**src/design/sha1sh_pkg.sv**
```systemverilog
package sha1sh_pkg;

    localparam logic [31:0] K0 = 32'h5a827999;
    localparam logic [31:0] K1 = 32'h6ed9eba1;
    localparam logic [31:0] K2 = 32'h8f1bbcdc;
    localparam logic [31:0] K3 = 32'hca62c1d6;

    localparam logic [31:0] H_INIT [5] = '{
        32'h67452301, 32'hefcdab89, 32'h98badcfe, 32'h10325476, 32'hc3d2e1f0
    };

    localparam logic [7:0] PAD_BYTE   = 8'h80;
    localparam logic [5:0] LEN_POS    = 6'd56;
    localparam logic [5:0] FILL_LAST  = 6'd63;
    localparam logic [6:0] ROUND_LAST = 7'd79;
    localparam logic [6:0] SCHED_LEN  = 7'd16;
    localparam logic [2:0] LAST_INDEX = 3'd4;

endpackage

```
**src/design/sha1_stream_hasher.sv**
```systemverilog
// channel   direction  handshake                   payload
// request   in         i_in_valid / o_in_stall     i_data_byte, i_byte_valid, i_end_of_message
// digest    out        o_out_valid / i_out_stall   o_digest_word, o_word_index, o_last_word
//
// a byte request is taken while idle; the 64th byte of a block starts the shared round unit,
// which runs 80 rounds at one per cycle, then a fold step adds the result into the chaining words
// end of message: padding is shifted in one byte a cycle, with one or two compressions,
// then five digest words, one per cycle unless stalled
// o_in_stall stays high during a mid-message compression, and from an end
// request until the last digest word is taken
// i_rst_n is synchronous; it restores the initial chaining words and empties the message
module sha1_stream_hasher (
    input  logic        i_clk,
    input  logic        i_rst_n,
    input  logic        i_in_valid,
    output logic        o_in_stall,
    input  logic [7:0]  i_data_byte,
    input  logic        i_byte_valid,
    input  logic        i_end_of_message,
    output logic        o_out_valid,
    input  logic        i_out_stall,
    output logic [31:0] o_digest_word,
    output logic [2:0]  o_word_index,
    output logic        o_last_word
);

    typedef enum logic [2:0] {
        S_IDLE,
        S_ROUND,
        S_FOLD,
        S_PAD,
        S_OUT
    } t_state;

    t_state      r_state, n_state;
    logic [31:0] r_w [16];
    logic [31:0] n_w [16];
    logic [31:0] r_a, r_b, r_c, r_d, r_e;
    logic [31:0] n_a, n_b, n_c, n_d, n_e;
    logic [31:0] r_h [5];
    logic [31:0] n_h [5];
    logic [5:0]  r_fill, n_fill;
    logic [60:0] r_total, n_total;
    logic [6:0]  r_rnd, n_rnd;
    logic        r_padding, n_padding;
    logic        r_pad_sent, n_pad_sent;
    logic        r_len, n_len;
    logic [2:0]  r_idx, n_idx;

    logic        do_shift;
    logic        start_blk;
    logic [7:0]  shift_byte;
    logic [31:0] f_val, k_val, w_val, sum;

    // round function, constant and schedule word
    always_comb begin
        if (r_rnd inside {[7'd0:7'd19]}) begin
            f_val = (r_b & r_c) | (~r_b & r_d);
            k_val = sha1sh_pkg::K0;
        end else if (r_rnd inside {[7'd20:7'd39]}) begin
            f_val = r_b ^ r_c ^ r_d;
            k_val = sha1sh_pkg::K1;
        end else if (r_rnd inside {[7'd40:7'd59]}) begin
            f_val = (r_b & r_c) | (r_b & r_d) | (r_c & r_d);
            k_val = sha1sh_pkg::K2;
        end else begin
            f_val = r_b ^ r_c ^ r_d;
            k_val = sha1sh_pkg::K3;
        end
        if (r_rnd < sha1sh_pkg::SCHED_LEN) begin
            w_val = r_w[0];
        end else begin
            w_val = r_w[13] ^ r_w[8] ^ r_w[2] ^ r_w[0];
            w_val = {w_val[30:0], w_val[31]};
        end
        sum = {r_a[26:0], r_a[31:27]} + f_val + r_e + k_val + w_val;
    end

    always_comb begin
        n_state    = r_state;
        n_w        = r_w;
        n_a        = r_a;
        n_b        = r_b;
        n_c        = r_c;
        n_d        = r_d;
        n_e        = r_e;
        n_h        = r_h;
        n_fill     = r_fill;
        n_total    = r_total;
        n_rnd      = r_rnd;
        n_padding  = r_padding;
        n_pad_sent = r_pad_sent;
        n_len      = r_len;
        n_idx      = r_idx;
        do_shift   = 1'b0;
        start_blk  = 1'b0;
        shift_byte = 8'h00;

        case (r_state)
            S_IDLE: begin
                if (i_in_valid) begin
                    n_padding = i_end_of_message;
                    if (i_end_of_message) begin
                        n_state = S_PAD;
                    end
                    if (i_byte_valid) begin
                        do_shift   = 1'b1;
                        shift_byte = i_data_byte;
                        n_total    = r_total + 61'd1;
                        start_blk  = (r_fill == sha1sh_pkg::FILL_LAST);
                    end
                end
            end
            S_PAD: begin
                do_shift  = 1'b1;
                start_blk = (r_fill == sha1sh_pkg::FILL_LAST);
                if (!r_pad_sent) begin
                    shift_byte = sha1sh_pkg::PAD_BYTE;
                    n_pad_sent = 1'b1;
                end else if (r_len || r_fill == sha1sh_pkg::LEN_POS) begin
                    // length goes out big-endian, bit count is total times eight
                    shift_byte = r_total[60:53];
                    n_total    = {r_total[52:0], 8'h00};
                    n_len      = 1'b1;
                end
            end
            S_ROUND: begin
                for (int i = 0; i < 15; i++) begin
                    n_w[i] = r_w[i+1];
                end
                n_w[15] = w_val;
                n_a     = sum;
                n_b     = r_a;
                n_c     = {r_b[1:0], r_b[31:2]};
                n_d     = r_c;
                n_e     = r_d;
                n_rnd   = r_rnd + 7'd1;
                if (r_rnd == sha1sh_pkg::ROUND_LAST) begin
                    n_state = S_FOLD;
                end
            end
            S_FOLD: begin
                n_h[0] = r_h[0] + r_a;
                n_h[1] = r_h[1] + r_b;
                n_h[2] = r_h[2] + r_c;
                n_h[3] = r_h[3] + r_d;
                n_h[4] = r_h[4] + r_e;
                n_idx  = 3'd0;
                if (!r_padding) begin
                    n_state = S_IDLE;
                end else if (r_len) begin
                    n_state = S_OUT;
                end else begin
                    n_state = S_PAD;
                end
            end
            S_OUT: begin
                if (!i_out_stall) begin
                    if (r_idx == sha1sh_pkg::LAST_INDEX) begin
                        n_h        = sha1sh_pkg::H_INIT;
                        n_fill     = 6'd0;
                        n_total    = 61'd0;
                        n_padding  = 1'b0;
                        n_pad_sent = 1'b0;
                        n_len      = 1'b0;
                        n_state    = S_IDLE;
                    end else begin
                        n_idx = r_idx + 3'd1;
                    end
                end
            end
            default: begin
                n_state = S_IDLE;
            end
        endcase

        // block buffer shifts left a byte, byte 0 ends in the top of word 0
        if (do_shift) begin
            for (int i = 0; i < 15; i++) begin
                n_w[i] = {r_w[i][23:0], r_w[i+1][31:24]};
            end
            n_w[15] = {r_w[15][23:0], shift_byte};
            n_fill  = r_fill + 6'd1;
        end

        if (start_blk) begin
            n_state = S_ROUND;
            n_rnd   = 7'd0;
            n_a     = r_h[0];
            n_b     = r_h[1];
            n_c     = r_h[2];
            n_d     = r_h[3];
            n_e     = r_h[4];
        end
    end

    always_ff @(posedge i_clk) begin
        r_w   <= n_w;
        r_a   <= n_a;
        r_b   <= n_b;
        r_c   <= n_c;
        r_d   <= n_d;
        r_e   <= n_e;
        r_rnd <= n_rnd;
        r_idx <= n_idx;
        if (!i_rst_n) begin
            r_state    <= S_IDLE;
            r_h        <= sha1sh_pkg::H_INIT;
            r_fill     <= 6'd0;
            r_total    <= 61'd0;
            r_padding  <= 1'b0;
            r_pad_sent <= 1'b0;
            r_len      <= 1'b0;
        end else begin
            r_state    <= n_state;
            r_h        <= n_h;
            r_fill     <= n_fill;
            r_total    <= n_total;
            r_padding  <= n_padding;
            r_pad_sent <= n_pad_sent;
            r_len      <= n_len;
        end
    end

    assign o_in_stall    = (r_state != S_IDLE);
    assign o_out_valid   = (r_state == S_OUT);
    assign o_digest_word = r_h[r_idx];
    assign o_word_index  = r_idx;
    assign o_last_word   = (r_idx == sha1sh_pkg::LAST_INDEX);

endmodule

```
**config.mk**
```make
export PLATFORM = sky130hd
export DESIGN_NAME = sha1_stream_hasher
export DESIGN_NICKNAME = d
export VERILOG_FILES = /design/src/design/sha1sh_pkg.sv /design/src/design/sha1_stream_hasher.sv
export SDC_FILE = /design/constraint.sdc
export NUM_CORES = 2
export LEC_CHECK = 0
export BUFFER_PORTS_ARGS = -buffer_cell sky130_fd_sc_hd__buf_2
export CORE_MARGIN = 5
export CORE_UTILIZATION = 50
export DETAILED_ROUTE_END_ITERATION = 7
export HOLD_SLACK_MARGIN = 0.1
export PLACE_DENSITY_LB_ADDON = 0.15
export SYNTH_ARGS = -nofsm -noshare
export SYNTH_HDL_FRONTEND = slang
export SYNTH_SLANG_ARGS = --single-unit
```
**constraint.sdc**
```tcl
create_clock -name i_clk -period 16 [get_ports i_clk]
set_input_delay 3.2 -clock i_clk [delete_from_list [all_inputs] [get_ports i_clk]]
set_output_delay 3.2 -clock i_clk [all_outputs]
set_load 0.01 [all_outputs]
```
Yosys cells after proc, flatten, opt, wreduce, memory -nomap -nowiden

Cells that the tools add are included.
Widths: inputs -> output; s select.

Register bits after elaboration: 915
Input bits: 14

Add/sub/neg operators: 13
Magnitude comparators: 8
Eq/ne operators: 24
Mux-type cells: 67
Bitwise logic cells: 16
Reduce and logical (&&, ||, !) cells: 24

Operators by type and width:

| cell                  | number |
|---|---|
| $mux 512              | 2 |
| $mux 32               | 18 |
| $mux 61               | 6 |
| $mux 160              | 2 |
| $pmux 160 s2          | 1 |
| $add 32x32->32        | 9 |
| $pmux 61 s3           | 1 |
| $xor 32x32->32        | 5 |
| $and 32x32->32        | 4 |
| $bmux 32 s3           | 1 |
| $or 32x32->32         | 3 |
| $add 61x1->61 const B | 1 |
| $mux 8                | 4 |
| $not 32->32           | 1 |
| $mux 31               | 1 |
| $mux 3                | 9 |
| $mux 6                | 4 |
| $ne 2x2->1 const B    | 9 |
| $pmux 8 s2            | 1 |
| $pmux 3 s5            | 1 |
| $le 7x6->1 const B    | 2 |
| $reduce_bool 2->1     | 7 |
| $eq 6x6->1 const B    | 2 |
| $reduce_and 3->1      | 4 |
| other kinds (31)      | 54 |

Logic depth before layout (Yosys ltp)

Depth in word-level cells: 12
Gate-level depth with buffers: 27

Least setup slack after synthesis

Ideal clock, no wire load.

Path type: flip-flop to flip-flop
Start point: register r_state[0]
End point: register r_a[0], enable pin
Arrival time: 11.818 ns
Data required time: 15.099 ns
Slack: 3.281 ns
Stages on the path, launching flop included: 4
Buffers on the path: 1
Cells stage by stage: dfxtp_1 > clkbuf_1 > nand2b_1 > o21ai_0

Cells in the longest elaborated chain, start to end: 3

RTL lines:

| item                                                 | line                      | RTL |
|---|---|---|
| start, declared                                      | sha1_stream_hasher.sv:35  | `t_state r_state, n_state;` |
| start signal, assigned                               | sha1_stream_hasher.sv:215 | `r_state <= n_state;` |
| $eq 3x2->1 / $logic_not 3->1 (equally long branches) | sha1_stream_hasher.sv:99  | `case (r_state)` |
| $pmux 1 s2                                           | sha1_stream_hasher.sv:99  |  |
| $reduce_bool 2->1 (no source line) *                 | n/a                       |  |
| end signal, assigned                                 | sha1_stream_hasher.sv:199 | `r_a <= n_a;` |
| end, declared                                        | sha1_stream_hasher.sv:38  | `logic [31:0] r_a, r_b, r_c, r_d, r_e;` |

Every way passes the cells marked *; elsewhere a longest branch is shown, timed or not.
A chain may end at the register's enable or synchronous reset.

Worst setup path in the final report

Start point: register r_rnd[0]
End point: register r_a[31] (data pin)

Cells in the longest elaborated chain, start to end: 11

RTL lines:

| item                                            | line                      | RTL |
|---|---|---|
| start, declared                                 | sha1_stream_hasher.sv:44  | `logic [6:0] r_rnd, n_rnd;` |
| start signal, assigned                          | sha1_stream_hasher.sv:204 | `r_rnd <= n_rnd;` |
| $ge 7x6->1 / $le 7x6->1 (equally long branches) | sha1_stream_hasher.sv:63  | `end else if (r_rnd inside {[7'd40:7'd59]}) begin` |
| $logic_and 1x1->1                               | sha1_stream_hasher.sv:63  |  |
| $mux 32                                         | sha1_stream_hasher.sv:63  |  |
| $mux 32                                         | sha1_stream_hasher.sv:60  | `end else if (r_rnd inside {[7'd20:7'd39]}) begin` |
| $mux 32                                         | sha1_stream_hasher.sv:57  | `if (r_rnd inside {[7'd0:7'd19]}) begin` |
| $add 32x32->32 (3 in a row)                     | sha1_stream_hasher.sv:76  | `sum = {r_a[26:0], r_a[31:27]} + f_val + r_e + k_val + w_val;` |
| $add 32x32->32 *                                | sha1_stream_hasher.sv:76  |  |
| $mux 32 *                                       | sha1_stream_hasher.sv:99  |  |
| $mux 32 *                                       | sha1_stream_hasher.sv:186 | `if (start_blk) begin` |
| net n_a[31]                                     | sha1_stream_hasher.sv:39  | `logic [31:0] n_a, n_b, n_c, n_d, n_e;` |

The timed path passes the listed nets; every way through them passes the cells marked *. The select of a mux whose other input is x is not followed.

==> impl_metrics.tcl <==
set metrics [dict create \
    routabilityCongestion 0.937 \
    synth_warnings 0 \
    setup_viol 0 \
    cts_setup_buffers 0 \
    grt.busiest_layer "met2" \
    path_delay_family "compound AO/OA/AOI/OAI gates" \
    crit_top_cell "fa_1" \
    grt_pass1_vias 39400 \
    dieWidth_um 337 \
    grt_pass1_wl_mm 227 \
    nets 6214 \
    antenna_found_initial 0 \
    path_buf_inv 7 \
    grt_start_max_net_pins 249 \
    outcome "finished, final reports clean" \
    route.antenna.remaining_nets 0 \
    cp.required_ps 16530 \
    hold_violations 0 \
    hold_buffers 0 \
    yosys_most_used_dff "edfxtp_1" \
    hold_path_class "flip-flop to flip-flop" \
    slew_headroom 0.153 \
    synth-seq-cells 915 \
    met3_usage 0.0385 \
    arrival_ps 7890 \
    min_period_over_period 0.460 \
    crit_fanout 36 \
    timing.hold.ws_ps 453 \
    core_area_sq_mm 0.107 \
    io_buffers 51 \
    use_met2 0.393 \
    synthCells 5950 \
    clkTransAtPathRegs_ps 60 \
    dpl_cell_area_sq_mm 0.0549 \
    yosysSeqAreaShare 0.469 \
    tightest_slew_ps 1240 \
    diodes 0 \
    pin_count 52 \
    wl_per_cell_um 19.9 \
    cp-end-kind "flip-flop" \
    synthArstFlopShare 0 \
    grt_util_met1 0.372 \
    rsz0062_at_grt "false" \
    clk_latency_ps 700 \
    overflow 0 \
    start_util 0.502 \
    finish.instance_area_sq_mm 0.0583 \
    cts_tree "built" \
    slew_violations 0 \
    synth_area_sq_mm 0.0535 \
    grt_usage 0.253 \
    layout_common_cells "nand2_1, edfxtp_1, inv_1" \
    clkSinkCount 915 \
    hpwl_mm 99.3 \
    maxCapViolCount 0 \
    syn_avg_cell_area_sq_um 8.99 \
    die_area_sq_mm 0.114 \
    syn_to_final_growth_pct 8.99 \
    dr.pass1.iters 6 \
    drt_iter0_markers 3797 \
    drive_gt1_frac 0.0547 \
    final_common_cell "nand2_1" \
    fmax_mhz 136 \
    vias 41700 \
    critPathSlowestCell "a2111oi_2" \
    synth_nets 6289 \
    drcViolationCount 0 \
    period_minus_slack_ps 7360 \
    viasPerCell 5.66 \
    crit_path_start_kind "flip-flop" \
    cts-resized-gates 0 \
    synth_edf_count 675 \
    routed_wl_mm 147 \
    htree_levels 3 \
    rows 120 \
    cts_root_buf "clkbuf_16" \
    clock_path_buffers 3 \
    cts_buffers 103 \
    finClkSkew_ps 36.1 \
    synth_cell_types 94 \
    tns_ps 0 \
    fp.dieH_um 337 \
    crit_type "flip-flop to flip-flop" \
    nFillCells 9756 \
    crit_path_max_incr_delay_ps 510 \
]
==> cells in the mapped netlist (11+ instances only) <==
cell / instances / area, sq um
nor2_1: 263 / 987
o31ai_1: 16 / 120
nor3b_1: 11 / 82.6
inv_1: 351 / 1320
clkbuf_1: 261 / 980
nand2b_1: 28 / 175
a31oi_1: 20 / 125
nand2_1: 2012 / 7550
a21o_1: 80 / 601
a22oi_1: 38 / 285
a211oi_1: 23 / 173
edfxtp_1: 675 / 20300
o21ai_0: 351 / 1760
ha_1: 200 / 2500
o21a_1: 23 / 173
nor3_1: 51 / 255
fa_1: 125 / 2500
a21oi_1: 259 / 1300
a21boi_0: 31 / 233
o21bai_1: 20 / 150
and2_1: 46 / 288
nor2b_1: 53 / 332
xnor2_1: 208 / 1820
o211ai_1: 13 / 97.6
o21ai_1: 13 / 65.1
o22ai_1: 54 / 338
mux4_2: 32 / 721
xor2_1: 76 / 666
buf_1: 14 / 52.6
nand3_1: 88 / 440
and3_1: 27 / 169
dfxtp_1: 240 / 4800
mux2i_1: 29 / 290
nand4_1: 30 / 188
or3_1: 15 / 93.8
a221oi_1: 29 / 254
==> cell type report <==
class                      count  area, sq um  share of cell area
tap                         1403         1760              0.0301
timing repair buffer         104          693              0.0119
clock buffer                 145         2870              0.0492
sequential                   915        25100               0.430
multi-input combinational   4398        26100               0.448
inverter                     353         1330              0.0227
clock inverter                49          498             0.00854
==> kinds of logic (layout without fill, tap and decap cells) <==
| family | after synthesis | in the layout | share of synthesized area |
|---|---|---|---|
| AND/OR/NAND/NOR | 2664 | 2664 | 0.204 |
| AO/OA/AOI/OAI | 1062 | 1062 | 0.123 |
| adder cells (fa/ha/maj) | 325 | 325 | 0.0935 |
| flip-flops | 915 | 915 | 0.469 |
| buffers and inverters | 637 | 651 | 0.0449 |
| multiplexers | 63 | 63 | 0.0193 |
| XOR/XNOR | 284 | 284 | 0.0465 |
==> worst paths after layout <==
| kind | slack (ps) | to | startpoint | depth (start not counted) |
|---|---|---|---|---|
| max | 8640 | r_a[31] | r_rnd[0] | 29 |
| min | 450 | r_fill[5] | r_fill[5] | 1 |
| max reg2reg | 8640 | r_a[31] | r_rnd[0] | 29 |
| min reg2reg | 450 | r_fill[5] | r_fill[5] | 1 |
==> worst register-to-register path, delay by kind of cell (launching register included) <==
family | cells | cell delay, ps
simple gates | 6 | 920
fa+ha+maj | 6 | 2060
compound gates | 10 | 2640
buf+inv | 7 | 1200
flops | 1 | 390
==> metal layers <==
metal | up-vias | share of wire | routed length, um
met5 | - | 0 | 0
li1 | 20000 | - | -
met4 | 0 | 0.030 | 4330
met1 | 20100 | 0.46 | 67300
met3 | 226 | 0.067 | 9880
met2 | 1345 | 0.44 | 65100
==> through the flow <==
stage / utilization / setup WS [ps] / cells
after CTS: 0.547 / 8660 / 7367
after floorplan: - / 3280 / 5950
after global placement: 0.515 / 8790 / 7173
after detailed placement: 0.515 / 8680 / 7173
after global routing: 0.547 / 8140 / 7367
final: 0.547 / 8640 / 7367
==> state kept, by name (all words and copies together) (netlist names) <==
name / cells
o_word_index: 3
r_a: 32
r_b: 32
r_c: 32
r_d: 32
r_e: 32
r_fill: 6
r_h: 160
r_len: 1
r_pad_sent: 1
r_padding: 1
r_rnd: 7
r_state: 3
r_total: 61
r_w: 512
Power is not shown: default switching activity piles up to over one toggle a cycle in this logic, so the estimate is an artifact.
